<file path="src/fog_pkg.sv">
package fog_pkg;

  localparam int COORD_W          = 12;
  localparam int DEF_GRID_COLUMNS = 16;
  localparam int DEF_GRID_ROWS    = 16;
  localparam int QUEUE_DEPTH      = 2;

  // operation codes
  localparam logic [1:0] OP_MARK  = 2'd0;
  localparam logic [1:0] OP_QUERY = 2'd1;
  localparam logic [1:0] OP_CLEAR = 2'd2;
  localparam logic [1:0] OP_NONE  = 2'd3;

  // register indexes
  localparam logic CFG_IDX_WIDTH  = 1'b0;
  localparam logic CFG_IDX_HEIGHT = 1'b1;

  localparam logic [COORD_W-1:0] RST_IMAGE_WIDTH  = 12'd16;
  localparam logic [COORD_W-1:0] RST_IMAGE_HEIGHT = 12'd16;

  // classified item: operation plus cell column and row
  typedef struct packed {
    logic [1:0]         op;
    logic [COORD_W-1:0] col;
    logic [COORD_W-1:0] row;
  } fog_item_t;

  typedef struct packed {
    logic full;
    logic empty;
  } fog_qstat_t;

endpackage

</file>
<file path="src/fog_div.sv">
module fog_div (
  input  logic                        clk,
  input  logic                        rst_n,
  input  logic                        start,
  input  logic [fog_pkg::COORD_W-1:0] dividend,
  input  logic [fog_pkg::COORD_W-1:0] divisor,
  output logic                        done,
  output logic [fog_pkg::COORD_W-1:0] quotient
);
  import fog_pkg::*;

  localparam int CNT_W = $clog2(COORD_W + 1);

  logic [COORD_W-1:0] rem_r, rem_nxt;
  logic [COORD_W-1:0] quo_r, quo_nxt;
  logic [COORD_W-1:0] div_r;
  logic [CNT_W-1:0]   cnt_r;
  logic               run_r;
  logic               done_r;
  logic [COORD_W:0]   shifted;
  logic [COORD_W:0]   diff;
  logic               ge;

  // restoring division, one quotient bit per cycle
  always_comb begin
    shifted = {rem_r, quo_r[COORD_W-1]};
    diff    = shifted - {1'b0, div_r};
    ge      = shifted >= {1'b0, div_r};
    rem_nxt = ge ? diff[COORD_W-1:0] : shifted[COORD_W-1:0];
    quo_nxt = {quo_r[COORD_W-2:0], ge};
  end

  always_ff @(posedge clk) begin
    if (!rst_n) begin
      run_r  <= 1'b0;
      done_r <= 1'b0;
      cnt_r  <= '0;
    end else begin
      done_r <= 1'b0;
      if (start) begin
        run_r <= 1'b1;
        cnt_r <= CNT_W'(COORD_W);
      end else if (run_r) begin
        cnt_r <= cnt_r - 1'b1;
        if (cnt_r == CNT_W'(1)) begin
          run_r  <= 1'b0;
          done_r <= 1'b1;
        end
      end
    end
  end

  always_ff @(posedge clk) begin
    if (start) begin
      rem_r <= '0;
      quo_r <= dividend;
      div_r <= divisor;
    end else if (run_r) begin
      rem_r <= rem_nxt;
      quo_r <= quo_nxt;
    end
  end

  assign done     = done_r;
  assign quotient = quo_r;

endmodule

</file>
<file path="src/fog_queue.sv">
module fog_queue (
  input  logic               clk,
  input  logic               rst_n,
  input  logic               push,
  input  fog_pkg::fog_item_t push_item,
  input  logic               pop,
  output fog_pkg::fog_item_t head,
  output fog_pkg::fog_qstat_t stat
);
  import fog_pkg::*;

  localparam int PTR_W = (QUEUE_DEPTH > 1) ? $clog2(QUEUE_DEPTH) : 1;
  localparam int CNT_W = $clog2(QUEUE_DEPTH + 1);

  fog_item_t        slot_r [QUEUE_DEPTH];
  logic [PTR_W-1:0] wr_ptr_r, rd_ptr_r;
  logic [CNT_W-1:0] cnt_r;
  logic             do_push, do_pop;

  function automatic logic [PTR_W-1:0] ptr_inc(input logic [PTR_W-1:0] p);
    return (p == PTR_W'(QUEUE_DEPTH - 1)) ? '0 : p + 1'b1;
  endfunction

  assign stat.full  = cnt_r == CNT_W'(QUEUE_DEPTH);
  assign stat.empty = cnt_r == '0;
  assign do_push    = push && !stat.full;
  assign do_pop     = pop && !stat.empty;
  assign head       = slot_r[rd_ptr_r];

  always_ff @(posedge clk) begin
    if (!rst_n) begin
      wr_ptr_r <= '0;
      rd_ptr_r <= '0;
      cnt_r    <= '0;
    end else begin
      if (do_push) wr_ptr_r <= ptr_inc(wr_ptr_r);
      if (do_pop) rd_ptr_r <= ptr_inc(rd_ptr_r);
      if (do_push && !do_pop) cnt_r <= cnt_r + 1'b1;
      else if (do_pop && !do_push) cnt_r <= cnt_r - 1'b1;
    end
  end

  always_ff @(posedge clk) begin
    if (do_push) slot_r[wr_ptr_r] <= push_item;
  end

endmodule

</file>
<file path="src/fog_front.sv">
module fog_front #(
  parameter int GRID_COLUMNS = fog_pkg::DEF_GRID_COLUMNS,
  parameter int GRID_ROWS    = fog_pkg::DEF_GRID_ROWS
) (
  input  logic                        clk,
  input  logic                        rst_n,
  input  logic                        start,
  output logic                        busy,
  input  logic [1:0]                  in_opcode,
  input  logic [fog_pkg::COORD_W-1:0] in_x_coord,
  input  logic [fog_pkg::COORD_W-1:0] in_y_coord,
  input  logic                        cfg_we,
  input  logic                        cfg_index,
  input  logic [fog_pkg::COORD_W-1:0] cfg_data,
  input  fog_pkg::fog_qstat_t         q_stat,
  output logic                        q_push,
  output fog_pkg::fog_item_t          q_item
);
  import fog_pkg::*;

  localparam logic [1:0] F_IDLE = 2'd0;
  localparam logic [1:0] F_SIZE = 2'd1;
  localparam logic [1:0] F_DIV  = 2'd2;
  localparam logic [1:0] F_PUSH = 2'd3;

  localparam logic [COORD_W-1:0] GC_W = COORD_W'(GRID_COLUMNS);
  localparam logic [COORD_W-1:0] GR_W = COORD_W'(GRID_ROWS);

  logic [1:0]         state_r, state_nxt;
  logic               dirty_r, dirty_nxt;
  logic [1:0]         op_r, op_nxt;
  logic [COORD_W-1:0] iw_r, ih_r;
  logic [COORD_W-1:0] cw_r, ch_r;
  logic [COORD_W-1:0] col_r, row_r;
  logic               div_go;
  logic [COORD_W-1:0] dx_dividend, dy_dividend, dx_divisor, dy_divisor;
  logic [COORD_W-1:0] dx_q, dy_q;
  logic               dx_done, dy_done, div_done;

  function automatic logic [COORD_W-1:0] clamp_size(input logic [COORD_W-1:0] q);
    return (q == '0) ? COORD_W'(1) : q;
  endfunction

  assign busy     = (state_r != F_IDLE) || dirty_r;
  assign div_done = dx_done && dy_done;

  // pending size update uses the dividers on the image extent and grid count
  assign dx_dividend = dirty_r ? iw_r : in_x_coord;
  assign dy_dividend = dirty_r ? ih_r : in_y_coord;
  assign dx_divisor  = dirty_r ? GC_W : cw_r;
  assign dy_divisor  = dirty_r ? GR_W : ch_r;

  fog_div u_div_x (
    .clk      (clk),
    .rst_n    (rst_n),
    .start    (div_go),
    .dividend (dx_dividend),
    .divisor  (dx_divisor),
    .done     (dx_done),
    .quotient (dx_q)
  );

  fog_div u_div_y (
    .clk      (clk),
    .rst_n    (rst_n),
    .start    (div_go),
    .dividend (dy_dividend),
    .divisor  (dy_divisor),
    .done     (dy_done),
    .quotient (dy_q)
  );

  always_comb begin
    state_nxt = state_r;
    op_nxt    = op_r;
    div_go    = 1'b0;
    q_push    = 1'b0;
    dirty_nxt = dirty_r;
    unique case (state_r)
      F_IDLE: begin
        if (dirty_r) begin
          div_go    = 1'b1;
          dirty_nxt = 1'b0;
          state_nxt = F_SIZE;
        end else if (start) begin
          op_nxt = in_opcode;
          unique case (in_opcode) inside
            OP_MARK, OP_QUERY: begin
              div_go    = 1'b1;
              state_nxt = F_DIV;
            end
            OP_CLEAR: state_nxt = F_PUSH;
            default: state_nxt = F_IDLE;
          endcase
        end
      end
      F_SIZE: if (div_done) state_nxt = F_IDLE;
      F_DIV:  if (div_done) state_nxt = F_PUSH;
      F_PUSH: begin
        if (!q_stat.full) begin
          q_push    = 1'b1;
          state_nxt = F_IDLE;
        end
      end
      default: state_nxt = F_IDLE;
    endcase
    if (cfg_we) dirty_nxt = 1'b1;
  end

  always_ff @(posedge clk) begin
    if (!rst_n) begin
      state_r <= F_IDLE;
      dirty_r <= 1'b1;
      iw_r    <= RST_IMAGE_WIDTH;
      ih_r    <= RST_IMAGE_HEIGHT;
    end else begin
      state_r <= state_nxt;
      dirty_r <= dirty_nxt;
      if (cfg_we) begin
        unique case (cfg_index)
          CFG_IDX_WIDTH:  iw_r <= cfg_data;
          CFG_IDX_HEIGHT: ih_r <= cfg_data;
          default: ;
        endcase
      end
    end
  end

  always_ff @(posedge clk) begin
    op_r <= op_nxt;
    if (state_r == F_SIZE && div_done) begin
      cw_r <= clamp_size(dx_q);
      ch_r <= clamp_size(dy_q);
    end
    if (state_r == F_DIV && div_done) begin
      col_r <= dx_q;
      row_r <= dy_q;
    end
  end

  assign q_item = '{op: op_r, col: col_r, row: row_r};

endmodule

</file>
<file path="src/fog_back.sv">
module fog_back #(
  parameter int GRID_COLUMNS = fog_pkg::DEF_GRID_COLUMNS,
  parameter int GRID_ROWS    = fog_pkg::DEF_GRID_ROWS
) (
  input  logic                clk,
  input  logic                rst_n,
  input  fog_pkg::fog_qstat_t q_stat,
  input  fog_pkg::fog_item_t  head,
  output logic                pop,
  output logic                out_valid,
  output logic                out_is_new
);
  import fog_pkg::*;

  localparam int CIDX_W = (GRID_COLUMNS > 1) ? $clog2(GRID_COLUMNS) : 1;
  localparam int RIDX_W = (GRID_ROWS > 1) ? $clog2(GRID_ROWS) : 1;

  localparam logic [2:0] B_IDLE = 3'd0;
  localparam logic [2:0] B_MRD  = 3'd1;
  localparam logic [2:0] B_MWR  = 3'd2;
  localparam logic [2:0] B_QRD  = 3'd3;
  localparam logic [2:0] B_QCHK = 3'd4;

  localparam logic [COORD_W:0]   GC_X = (COORD_W+1)'(GRID_COLUMNS);
  localparam logic [COORD_W:0]   GR_X = (COORD_W+1)'(GRID_ROWS);
  localparam logic [COORD_W-1:0] GC_W = COORD_W'(GRID_COLUMNS);
  localparam logic [COORD_W-1:0] GR_W = COORD_W'(GRID_ROWS);

  logic [2:0]           state_r, state_nxt;
  logic [COORD_W-1:0]   cur_r, cur_nxt;
  logic [COORD_W-1:0]   row_r, row_nxt;
  logic [COORD_W:0]     c1_r, c1_nxt;
  logic [GRID_ROWS-1:0] mask_r, mask_nxt;
  logic                 acc_r, acc_nxt;
  logic                 out_valid_r, out_is_new_r;
  logic [GRID_COLUMNS-1:0] vld_r;
  logic [GRID_ROWS-1:0] mem_r [GRID_COLUMNS];
  logic [GRID_ROWS-1:0] rd_data_r;
  logic                 rd_vld_r;

  logic [COORD_W-1:0]   c0_h, r0_h;
  logic [COORD_W:0]     col_p2, row_p2, c1_h, r1_h;
  logic [GRID_ROWS-1:0] mask_h;
  logic                 in_grid;
  logic [GRID_ROWS-1:0] eff;
  logic [GRID_ROWS-1:0] mark_word;
  logic                 win_ok;
  logic [CIDX_W-1:0]    cur_idx;
  logic                 mem_we, vld_set, vld_clr, out_go;

  // window bounds of the head item, clipped at the grid edges
  always_comb begin
    c0_h    = (head.col == '0) ? '0 : head.col - 1'b1;
    r0_h    = (head.row == '0) ? '0 : head.row - 1'b1;
    col_p2  = {1'b0, head.col} + (COORD_W+1)'(2);
    row_p2  = {1'b0, head.row} + (COORD_W+1)'(2);
    c1_h    = (col_p2 < GC_X) ? col_p2 : GC_X;
    r1_h    = (row_p2 < GR_X) ? row_p2 : GR_X;
    in_grid = (head.col < GC_W) && (head.row < GR_W);
    for (int r = 0; r < GRID_ROWS; r++) begin
      mask_h[r] = ({1'b0, COORD_W'(r)} >= {1'b0, r0_h}) &&
                  ((COORD_W+1)'(r) < r1_h);
    end
  end

  // a column never written since the last clear reads as all free
  assign cur_idx   = cur_r[CIDX_W-1:0];
  assign eff       = rd_vld_r ? rd_data_r : '1;
  assign win_ok    = (eff & mask_r) == mask_r;
  assign mark_word = eff & ~(GRID_ROWS'(1) << row_r[RIDX_W-1:0]);

  always_comb begin
    state_nxt = state_r;
    cur_nxt   = cur_r;
    row_nxt   = row_r;
    c1_nxt    = c1_r;
    mask_nxt  = mask_r;
    acc_nxt   = acc_r;
    pop       = 1'b0;
    mem_we    = 1'b0;
    vld_set   = 1'b0;
    vld_clr   = 1'b0;
    out_go    = 1'b0;
    unique case (state_r)
      B_IDLE: begin
        if (!q_stat.empty) begin
          pop      = 1'b1;
          row_nxt  = head.row;
          c1_nxt   = c1_h;
          mask_nxt = mask_h;
          acc_nxt  = 1'b1;
          unique case (head.op) inside
            OP_MARK: begin
              cur_nxt = head.col;
              if (in_grid) state_nxt = B_MRD;
            end
            OP_QUERY: begin
              cur_nxt   = c0_h;
              state_nxt = B_QRD;
            end
            OP_CLEAR: vld_clr = 1'b1;
            default: state_nxt = B_IDLE;
          endcase
        end
      end
      B_MRD: state_nxt = B_MWR;
      B_MWR: begin
        mem_we    = 1'b1;
        vld_set   = 1'b1;
        state_nxt = B_IDLE;
      end
      B_QRD: begin
        if ({1'b0, cur_r} >= c1_r) begin
          out_go    = 1'b1;
          state_nxt = B_IDLE;
        end else begin
          state_nxt = B_QCHK;
        end
      end
      B_QCHK: begin
        acc_nxt   = acc_r & win_ok;
        cur_nxt   = cur_r + 1'b1;
        state_nxt = B_QRD;
      end
      default: state_nxt = B_IDLE;
    endcase
  end

  always_ff @(posedge clk) begin
    if (!rst_n) begin
      state_r     <= B_IDLE;
      vld_r       <= '0;
      out_valid_r <= 1'b0;
    end else begin
      state_r     <= state_nxt;
      out_valid_r <= out_go;
      if (vld_clr) vld_r <= '0;
      else if (vld_set) vld_r[cur_idx] <= 1'b1;
    end
  end

  always_ff @(posedge clk) begin
    cur_r  <= cur_nxt;
    row_r  <= row_nxt;
    c1_r   <= c1_nxt;
    mask_r <= mask_nxt;
    acc_r  <= acc_nxt;
    if (out_go) out_is_new_r <= acc_r;
  end

  // column-wide map memory, registered read
  always_ff @(posedge clk) begin
    rd_data_r <= mem_r[cur_idx];
    rd_vld_r  <= vld_r[cur_idx];
    if (mem_we) mem_r[cur_idx] <= mark_word;
  end

  assign out_valid  = out_valid_r;
  assign out_is_new = out_is_new_r;

endmodule

</file>
<file path="src/feature_occupancy_grid.sv">
// mark or query: start is taken when busy is low; busy then stays high while
//   the two 12-step shift-subtract dividers map the point to a cell and it is queued
// query result: out_valid pulses once after the transfer (3x3 window, read and check
//   states per map column); mark and clear give no result; clear holds busy until queued
// reset and every register write recompute cell sizes on the same dividers, holding busy
// synchronous active-low reset; map reads as all free right away, no clearing pass
module feature_occupancy_grid #(
  parameter int GRID_COLUMNS = fog_pkg::DEF_GRID_COLUMNS,
  parameter int GRID_ROWS    = fog_pkg::DEF_GRID_ROWS
) (
  input  logic                        clk,
  input  logic                        rst_n,
  // command channel
  input  logic                        start,
  output logic                        busy,
  input  logic [1:0]                  in_opcode,
  input  logic [fog_pkg::COORD_W-1:0] in_x_coord,
  input  logic [fog_pkg::COORD_W-1:0] in_y_coord,
  // result strobe, one cycle per query
  output logic                        out_valid,
  output logic                        out_is_new,
  // register writes: image width and image height
  input  logic                        cfg_we,
  input  logic                        cfg_index,
  input  logic [fog_pkg::COORD_W-1:0] cfg_data
);
  import fog_pkg::*;

  // front to queue and queue to back
  fog_item_t  q_item;
  fog_item_t  q_head;
  fog_qstat_t q_stat;
  logic       q_push;
  logic       q_pop;

  // front: takes commands, holds the image size registers and cell sizes,
  // divides the point down to a cell column and row
  fog_front #(
    .GRID_COLUMNS (GRID_COLUMNS),
    .GRID_ROWS    (GRID_ROWS)
  ) u_front (
    .clk        (clk),
    .rst_n      (rst_n),
    .start      (start),
    .busy       (busy),
    .in_opcode  (in_opcode),
    .in_x_coord (in_x_coord),
    .in_y_coord (in_y_coord),
    .cfg_we     (cfg_we),
    .cfg_index  (cfg_index),
    .cfg_data   (cfg_data),
    .q_stat     (q_stat),
    .q_push     (q_push),
    .q_item     (q_item)
  );

  // short queue so the front can start the next divide while the back
  // is still scanning the window of the previous point
  fog_queue u_queue (
    .clk       (clk),
    .rst_n     (rst_n),
    .push      (q_push),
    .push_item (q_item),
    .pop       (q_pop),
    .head      (q_head),
    .stat      (q_stat)
  );

  // back: owns the occupancy map (one word per grid column plus a valid
  // bit per column), does read-modify-write for marks and a column scan
  // for queries, clears by dropping the valid bits
  fog_back #(
    .GRID_COLUMNS (GRID_COLUMNS),
    .GRID_ROWS    (GRID_ROWS)
  ) u_back (
    .clk        (clk),
    .rst_n      (rst_n),
    .q_stat     (q_stat),
    .head       (q_head),
    .pop        (q_pop),
    .out_valid  (out_valid),
    .out_is_new (out_is_new)
  );

endmodule

</file>
<file path="config.mk">
export PLATFORM = sky130hd
export DESIGN_NAME = feature_occupancy_grid
export DESIGN_NICKNAME = d
export VERILOG_FILES = /design/src/fog_pkg.sv /design/src/fog_div.sv /design/src/fog_queue.sv /design/src/fog_front.sv /design/src/fog_back.sv /design/src/feature_occupancy_grid.sv
export SDC_FILE = /design/constraint.sdc
export NUM_CORES = 1
export LEC_CHECK = 0
export BUFFER_PORTS_ARGS = -buffer_cell sky130_fd_sc_hd__buf_4
export CORE_MARGIN = 2
export CORE_UTILIZATION = 45
export DETAILED_ROUTE_END_ITERATION = 8
export REMOVE_ABC_BUFFERS = 1
export SLEW_MARGIN = 20
export SYNTH_ARGS = -nofsm -noshare
export SYNTH_HDL_FRONTEND = slang
export SYNTH_SLANG_ARGS = --single-unit
</file>
<file path="constraint.sdc">
create_clock -name clk -period 3.3 [get_ports clk]
set_input_delay 0.33 -clock clk [delete_from_list [all_inputs] [get_ports clk]]
set_output_delay 0.33 -clock clk [all_outputs]
set_load 0.01 [all_outputs]
</file>
Word-level counts from Yosys, hierarchy flattened
Memory sizes are Yosys's and may differ from the RTL's. A register that Yosys moved wholly into a read port is not among the register bits.
Index checks and enable logic that the tools add are counted.
{"block": "word_totals", "memories": 2, "ff_bits": 233, "word_cells": 254, "latchBits": 0, "ramBits": 308, "input_bits": 43, "mem_bits_ro": 0}
{"name": "u_back.mem_r", "words": 16, "word_bits": 16, "read_ports": 1, "rd_ports_with_merged_regs": 1, "wr": 1, "line": "fog_back.sv:37", "rtl": "logic [GRID_ROWS-1:0] mem_r [GRID_COLUMNS];"}
{"name": "u_queue.slot_r", "words": 2, "word_bits": 26, "read_ports": 1, "rd_ports_with_merged_regs": 1, "wr": 1, "line": "fog_queue.sv:15", "rtl": "fog_item_t slot_r [QUEUE_DEPTH];"}
{"block": "classes", "muxes": 69, "div": 0, "n_reduce_logical": 58, "shift": 1, "add_sub_neg": 13, "bitwise_logic": 11, "order_cmp": 41, "multipliers": 0, "eq_ne": 23}
{"cell": "12-bit two-way mux", "count": 11}
{"cell": "4-bit by 13-bit less-than comparator with 1-bit output (first input constant)", "count": 8}
{"cell": "4-bit by 12-bit greater-or-equal comparator with 1-bit output (first input constant)", "count": 8}
{"cell": "3-bit by 13-bit less-than comparator with 1-bit output (first input constant)", "count": 4}
{"cell": "3-bit by 12-bit greater-or-equal comparator with 1-bit output (first input constant)", "count": 4}
{"cell": "12-bit logical NOT", "count": 4}
{"cell": "12-bit case mux with 2 select lines", "count": 2}
{"cell": "1-bit two-way mux", "count": 33}
{"cell": "16-bit AND", "count": 2}
{"cell": "12-bit by 2-bit adder with 13-bit output (second input constant)", "count": 2}
{"cell": "13-bit by 12-bit greater-or-equal comparator with 1-bit output", "count": 2}
{"cell": "1-bit by 13-bit less-than comparator with 1-bit output (first input constant)", "count": 2}
{"cell": "13-bit by 5-bit less-than comparator with 1-bit output (second input constant)", "count": 2}
{"cell": "2-bit by 13-bit less-than comparator with 1-bit output (first input constant)", "count": 2}
{"cell": "1-bit logical AND", "count": 25}
{"cell": "1-bit by 12-bit greater-or-equal comparator with 1-bit output (first input constant)", "count": 2}
{"cell": "2-bit by 12-bit greater-or-equal comparator with 1-bit output (first input constant)", "count": 2}
{"cell": "12-bit by 5-bit less-than comparator with 1-bit output (second input constant)", "count": 2}
{"cell": "12-bit by 1-bit subtractor with 12-bit output (second input constant)", "count": 2}
{"cell": "12-bit subtractor", "count": 2}
{"cell": "16-bit == test", "count": 1}
{"cell": "16-bit two-way mux", "count": 1}
{"cell": "4-bit two-way mux", "count": 4}
{"cell": "16-bit NOT", "count": 1}
{"cell": "42 further kinds", "count": 88}

Longest topological paths before layout
Gate-level depths: netlist (run 1).
{"block": "logic_depth", "depth_word": 8, "depth_mapped": 15, "depth_no_buf": 10}

Modules after synthesis
Synthesis (run 1) repeated with hierarchy kept, for this count alone.
{"block": "hier_totals", "hier_cells": 1666, "area_unflattened_um2": 24355.9}
{"mod": "fog_back", "seq_area_each_um2": 9839.4, "area_each_um2": 14390.1, "n_inst": 1, "cells_each": 844}
{"mod": "fog_div", "seq_area_each_um2": 1081.0, "area_each_um2": 2331.0, "n_inst": 2, "cells_each": 224}
{"mod": "fog_front", "seq_area_each_um2": 2042.0, "area_each_um2": 3195.6, "n_inst": 1, "cells_each": 268}
{"mod": "fog_queue", "seq_area_each_um2": 1661.6, "area_each_um2": 2108.3, "n_inst": 1, "cells_each": 106}

Worst setup path after synthesis (run 1)
Ideal clock, no wire load.
{"block": "synth_path", "path_kind": "register -> register", "start": "reg (tool-made name)", "end": "reg u_back.mask_r[0], data pin", "setup_time_ps": 130, "arrival_ps": 3403, "n_path_buf": 4, "slack_ps": -233, "synth_period_minus_slack_ps": 3533, "t_required_ps": 3170, "stages_incl_launch_ff": 14, "cell_sequence": "dfxtp_1 -> buf_6 -> buf_4 -> buf_4 -> buf_6 -> mux2i_1 -> ha_1 -> nor4b_2 -> or2_2 -> xnor2_1 -> or3_1 -> or4_1 -> a21oi_1 -> o21a_1"}
{"element": "end signal: assignment", "line": "fog_back.sv:146", "rtl": "mask_r <= mask_nxt;"}
{"element": "end: declaration", "line": "fog_back.sv:33", "rtl": "logic [GRID_ROWS-1:0] mask_r, mask_nxt;"}

==> flow_metrics.tcl, run 1 <==
set metrics [dict create \
    synthTopCellsByCount "453 x edfxtp_1, 131 x nand2_1, 105 x dfxtp_1, 90 x inv_1, 85 x mux4_2" \
    portBuffers 45 \
    die_area_mm2 0.0554 \
    pwr-share-comb_pct 27.3 \
    rows 84 \
    rsz0062_at_grt "no" \
    use_met3_pct 2.90 \
    gp_congestion 0.892 \
    timing_hold_violations_final 0 \
    antenna_cells 0 \
    clkTransAtPathRegs_ns 0.06 \
    ys_warn_count 0 \
    cp_max_fo 12 \
    synth_area_leaders "edfxtp_1 56%, dfxtp_1 8.7%, mux4_2 7.9%, ha_1 2.9%, mux2i_1 2.3%" \
    power_frac_clock_pct 29.4 \
    yosysMostFrequentCell "edfxtp_1" \
    syn_avg_cell_area_um2 14.2 \
    cts.htree.levels 2 \
    p_sw_share_pct 30.9 \
    multi_input_area_mm2 0.00781 \
    ff2ff_path_depth 9 \
    met1_usage_pct 25.2 \
    grt_pass1_wl_mm 79.4 \
    post_cts_buffers 0 \
    via_per_inst 5.52 \
    ys_types 72 \
    synth_ff_type "edfxtp_1" \
    status "complete, no violations" \
    timing_worst_setup_path_type "reg2reg" \
    instances_no_fill 2527 \
    clock_skew_ns 0.0217 \
    wl_per_cell_um 20.3 \
    grt_usage_pct 18.5 \
    cts_buffers 57 \
    antenna_left 0 \
    async_reset_ff_share_pct 0 \
    slew_headroom_pct 32.8 \
    synth-seq-cells 558 \
    overflow 0 \
    synthCells 1697 \
    die_h_um 235 \
    internal_power_mw 15.3 \
    place.detailed.hpwl_mm 33.2 \
    switchingPower_mw 6.83 \
    final_max_slew_viol_count 0 \
    worstMarginPinSlew_ns 1.01 \
    whs_endpoint "u_front.iw_r[3]" \
    drt-initial-drc-count 971 \
    ys_seq_area_share_pct 65.2 \
    grt_pass1_vias 13860 \
    drive_above_1_share_pct 17.9 \
    boundaryPins 46 \
    via_count 13961 \
    cts-root-buf "clkbuf_16" \
    holdCritStartpoint "cfg_data[3]" \
    antenna_found_initial 0 \
    synth_top_area_share_pct 56.4 \
    synth_top_area_cell "edfxtp_1" \
    place_inst 2400 \
    ir_worst_vdd_mv 0.752 \
    drcViolationCount 0 \
    regArea_mm2 0.0157 \
    regToRegSetupSlack_ns 0.26 \
    timing.rr.end "u_back.mask_r[4]" \
    cap_violations 0 \
    die_w_um 235 \
    max_freq_mhz 329 \
    period_needed_ns 3.04 \
    cts.sinks 558 \
    ctsLongestPathBuffers 3 \
    area_delta_synth_final_pct 14.5 \
    holdCritPathClass "in2reg" \
    startpoint_type "flop" \
    coreArea_mm2 0.0528 \
    cellPowerDensity_mw_per_mm2 802 \
    worstPathRequired_ns 3.68 \
    end_kind "flop" \
    leakagePower_nw 9.56 \
    n_fill_cell 4358 \
    finalPower_mw 22.1 \
    cts_tree "done" \
    grt_util_met2_pct 30.2 \
    synth_edf_count 453 \
    seqPwrFrac_pct 43.3 \
    grt_max_degree 78 \
    wirelength_mm 51.4 \
    setup_viol 0 \
    critical_path_arrival_ns 3.42 \
    clock_latency_ns 0.61 \
    fin_nets 1890 \
    syn-cell-area_mm2 0.0241 \
    dr.pass1.iters 5 \
    top_usage_layer "met2" \
    fin_crit_sh_pct 92.1 \
    min_path_cells 3 \
    start_util_pct 45.7 \
]
final cells by class:
cell class,instances,area share (%)
clock buffers,80,5.63
clock inverters,28,1.30
inverters,91,1.24
multi-input cells,964,28.3
flip-flops and latches,558,56.9
well taps,688,3.12
repair buffers,118,3.52
registers in the layout, summed over array words and instances, names as in the netlist, 12 cells and up, named ones only:
register                  flops
u_back.mem_r                256
u_queue.slot_r               52
u_back.mask_r                16
u_back.rd_data_r             16
u_back.vld_r                 16
u_back.c1_r                  13
u_back.cur_r                 12
u_front.ch_r                 12
u_front.col_r                12
u_front.cw_r                 12
u_front.ih_r                 12
u_front.iw_r                 12
u_front.row_r                12
u_front.u_div_x.div_r        12
u_front.u_div_x.quotient     12
u_front.u_div_x.rem_r        12
u_front.u_div_y.div_r        12
u_front.u_div_y.quotient     12
u_front.u_div_y.rem_r        12
power groups by stage:
stage / Clock, mW / Combinational, mW / Sequential, mW
6_report: 6.50 / 6.04 / 9.59
5_1_grt: 6.94 / 6.74 / 9.69
4_1_cts: 6.66 / 6.05 / 9.61
3_5_place_dp: 0 / 6.01 / 9.75
3_3_place_gp: 0 / 5.92 / 9.73
2_1_floorplan: 0 / 4.26 / 9.69
routing by layer:
layer	vias to the layer above	part of all wire, %
met5	-	0
met1	6950	45
met2	326	47
li1	6607	-
met4	0	3.3
met3	78	4.5
cells by family (layout without fill, tap and decap cells):
family | after synthesis | after routing | share of synthesized area, %
DFF | 558 | 558 | 65.2
and+or+nand+nor | 407 | 407 | 8.48
AOI/OAI and AO/OA | 298 | 298 | 8.08
buffers and inverters | 182 | 317 | 2.95
muxes | 149 | 149 | 10.6
adders and majority gates | 58 | 58 | 3.06
xor gates and xnor gates | 44 | 44 | 1.60
other | 1 | 8 | 0.0156
how the worst max path moves through the flow:
stage / startpoint / endpoint / slack [ns] / depth (start not counted)
2_1_floorplan: u_front.dirty_r / u_front.u_div_y.rem_r[1] / -3.79 / 4
3_3_place_gp: flop / u_back.mask_r[4] / 0.34 / 9
3_5_place_dp: flop / u_back.mask_r[4] / 0.17 / 9
4_1_cts: flop / u_back.mask_r[4] / 0.16 / 9
5_1_grt: flop / u_back.mask_r[4] / 0.04 / 10
6_report: flop / u_back.mask_r[4] / 0.26 / 9
stage by stage:
| step | hold slack (ns) | setup slack [ns] | util [%] | setup TNS [ns] | cell area, um2 |
|---|---|---|---|---|---|
| finish | 0.0564 | 0.260 | 52.3 | 0 | 27600 |
| CTS | 0.0165 | 0.159 | 52.2 | 0 | 27500 |
| global placement | 0.425 | 0.337 | 48.3 | 0 | 25500 |
| global route | 0.0366 | 0.0439 | 52.3 | 0 | 27600 |
| floorplan | 0.402 | -3.79 | - | -624.78 | 23800 |
| detailed placement | 0.435 | 0.171 | 48.3 | 0 | 25500 |
what timing repair did:
item	CTS	global route
gates resized for setup	0	4
hold endpoints to repair	18	0
endpoints found under the setup margin	0	10
hold buffers	12	0
worst max-delay path, stage by stage, from the launching register on:
cell,delay (ns)
dfxtp_2,0.46
mux2i_1,0.15
ha_1,0.24
and4bb_2,0.24
or2_2,0.32
xnor2_1,0.13
or3_1,0.38
o21ai_0,0.17
nand2_1,0.25
a2111oi_0,0.48
cells in the final DEF, fill, tap and decap left out, types with 8 or more instances in the layout:
cell           instances
a21boi_0              30
a21oi_1               61
a221oi_1               9
a22oi_1                9
a31oi_1               11
and2_1                15
and3_1                 8
buf_4                 95
clkbuf_1              19
clkbuf_16             57
clkinv_2               8
conb_1                 8
dfxtp_1              103
dlygate4sd3_1         12
edfxtp_1             453
ha_1                  55
inv_1                 90
mux2_2                 8
mux2i_1               54
mux4_2                85
nand2_1              131
nand2b_1              12
nand3_1               25
nor2_1                56
nor2_2                12
nor2b_1               44
nor3_1                29
nor3b_1                8
nor4_1                16
o21a_1                28
o21ai_0               76
o22ai_1               11
or3_1                 12
xnor2_1               29
xor2_1                15
Power figures use the tool's default switching activity.
==> run 2: changes to the inputs <==
--- a/config.mk
+++ b/config.mk
@@ -6,6 +6,7 @@
 export NUM_CORES = 1
 export LEC_CHECK = 0
 export BUFFER_PORTS_ARGS = -buffer_cell sky130_fd_sc_hd__buf_4
+export CORE_ASPECT_RATIO = 0.8
 export CORE_MARGIN = 2
 export CORE_UTILIZATION = 45
 export DETAILED_ROUTE_END_ITERATION = 8
==> flow_metrics.tcl, run 2 (synthesis results as in run 1) <==
set metrics [dict create \
    overflow 0 \
    wl_per_cell_um 19.9 \
    rows 75 \
    status "complete, no violations" \
    instances_no_fill 2526 \
    ir_worst_vdd_mv 0.558 \
    antenna_cells 0 \
    top_regs "u_back.mem_r (256), u_queue.slot_r (52)" \
    ctsLongestPathBuffers 3 \
    period_needed_ns 2.96 \
    largest_register "u_back.mem_r" \
    switchingPower_mw 6.86 \
    layout_common_cells "453 x edfxtp_1, 130 x nand2_1, 103 x dfxtp_1, 92 x buf_4, 90 x inv_1" \
    max_freq_mhz 337 \
    clkTransAtPathRegs_ns 0.07 \
    drcViolationCount 0 \
    fin_nets 1887 \
    multi_input_area_mm2 0.00780 \
    setup_viol 0 \
    grt_max_degree 53 \
    coreArea_mm2 0.0526 \
    final_util_pct 52.1 \
    antenna_found_initial 0 \
    die_h_um 211 \
    place.detailed.hpwl_mm 33.0 \
    slew_headroom_pct 29.7 \
    final_max_slew_viol_count 0 \
    via_count 13929 \
    clock_skew_ns 0.0214 \
    pwr-share-comb_pct 28.3 \
    via_per_inst 5.51 \
    place_inst 2402 \
    die_area_mm2 0.0554 \
    area_delta_synth_final_pct 13.8 \
    cts_tree "done" \
    layout_commonest_cell "edfxtp_1" \
    dr.pass1.iters 5 \
    leakagePower_nw 9.49 \
    wirelength_mm 50.4 \
    seqPwrFrac_pct 44.1 \
    p_sw_share_pct 31.6 \
    power_frac_clock_pct 27.6 \
    cellPowerDensity_mw_per_mm2 791 \
    worstMarginPinSlew_ns 1.05 \
    timing.setup.tns_ns 0 \
    regArea_mm2 0.0157 \
    grt_usage_pct 18.3 \
    cts_buffers 54 \
    rsz0062_at_grt "no" \
    portBuffers 45 \
    cap_violations 0 \
    cts-root-buf "clkbuf_16" \
    timing_worst_setup_path_type "reg2reg" \
    cts.sinks 558 \
    worstPathRequired_ns 3.70 \
    timing_hold_violations_final 0 \
    post_cts_buffers 0 \
    whs_ns 0.0825 \
    start_util_pct 45.8 \
    holdCritPathClass "in2reg" \
    die_w_um 263 \
    end_kind "flop" \
    n_fill_cell 4336 \
    regToRegSetupSlack_ns 0.34 \
    drive_above_1_share_pct 17.5 \
    startpoint_type "flop" \
    grt_pass1_vias 13716 \
    fin_crit_sh_pct 89.8 \
    drt-initial-drc-count 1086 \
    cp_max_fo 12 \
    gp_congestion 0.848 \
    boundaryPins 46 \
    critical_path_arrival_ns 3.37 \
    internal_power_mw 14.8 \
    cts.htree.levels 2 \
    antenna_left 0 \
    grt_pass1_wl_mm 78.4 \
    largest_reg_flops 256 \
    clock_latency_ns 0.62 \
]
## run 2: critical path, stage by stage (launching register included)
cell,delay [ns]
dfxtp_4,0.44
mux2i_1,0.12
ha_1,0.25
and4bb_2,0.25
or2_2,0.33
xnor2_1,0.13
or3_1,0.39
o21ai_0,0.22
nand2_2,0.19
a2111oi_1,0.42
## run 2: final timing paths
check / start / endpoint / depth (start not counted)
setup / recovery: flop / u_back.mask_r[4] / 9
setup reg to reg: flop / u_back.mask_r[4] / 9
hold / removal: start / u_front.op_r[1] / 2
hold reg to reg: u_front.col_r[10] / u_queue.slot_r[1][22] / 0
## run 2: area by class of cell
type	count	share of cell area, %
clock buffers	76	5.45
clock inverters	26	0.844
inverters	91	1.25
multi-input cells	964	28.4
flip-flops and latches	558	57.3
well taps	693	3.16
repair buffers	118	3.59
## run 2: power groups by stage
stage / clock network [mW] / registers (mW) / logic, mW
final: 5.99 / 9.57 / 6.15
after floorplan: 0 / 9.69 / 4.26
after global placement: 0 / 9.69 / 5.99
after detailed placement: 0 / 9.71 / 6.09
after global routing: 6.39 / 9.66 / 6.89
after CTS: 6.15 / 9.56 / 6.14
## run 2: stage by stage
stage	instance area [um2]	setup WS (ns)	power, mW
2_1_floorplan	23800	-3.79	14.0
3_3_place_gp	25500	0.289	15.7
3_5_place_dp	25500	0.207	15.8
4_1_cts	27400	0.147	21.9
5_1_grt	27400	0.0487	22.9
6_report	27400	0.336	21.7
## run 2: metal layers
layer | track usage [%] | wire (um)
met5 | 0 | 0
met4 | 5.17 | 986
met3 | 3.25 | 2640
met2 | 27.3 | 22200
met1 | 27.6 | 24600
## run 2: timing repair
| item | CTS | global route |
|---|---|---|
| resized for setup | 0 | 5 |
| endpoints found under the hold margin | 28 | 0 |
| endpoints found under the setup margin | 0 | 8 |
| hold buffers | 15 | 0 |
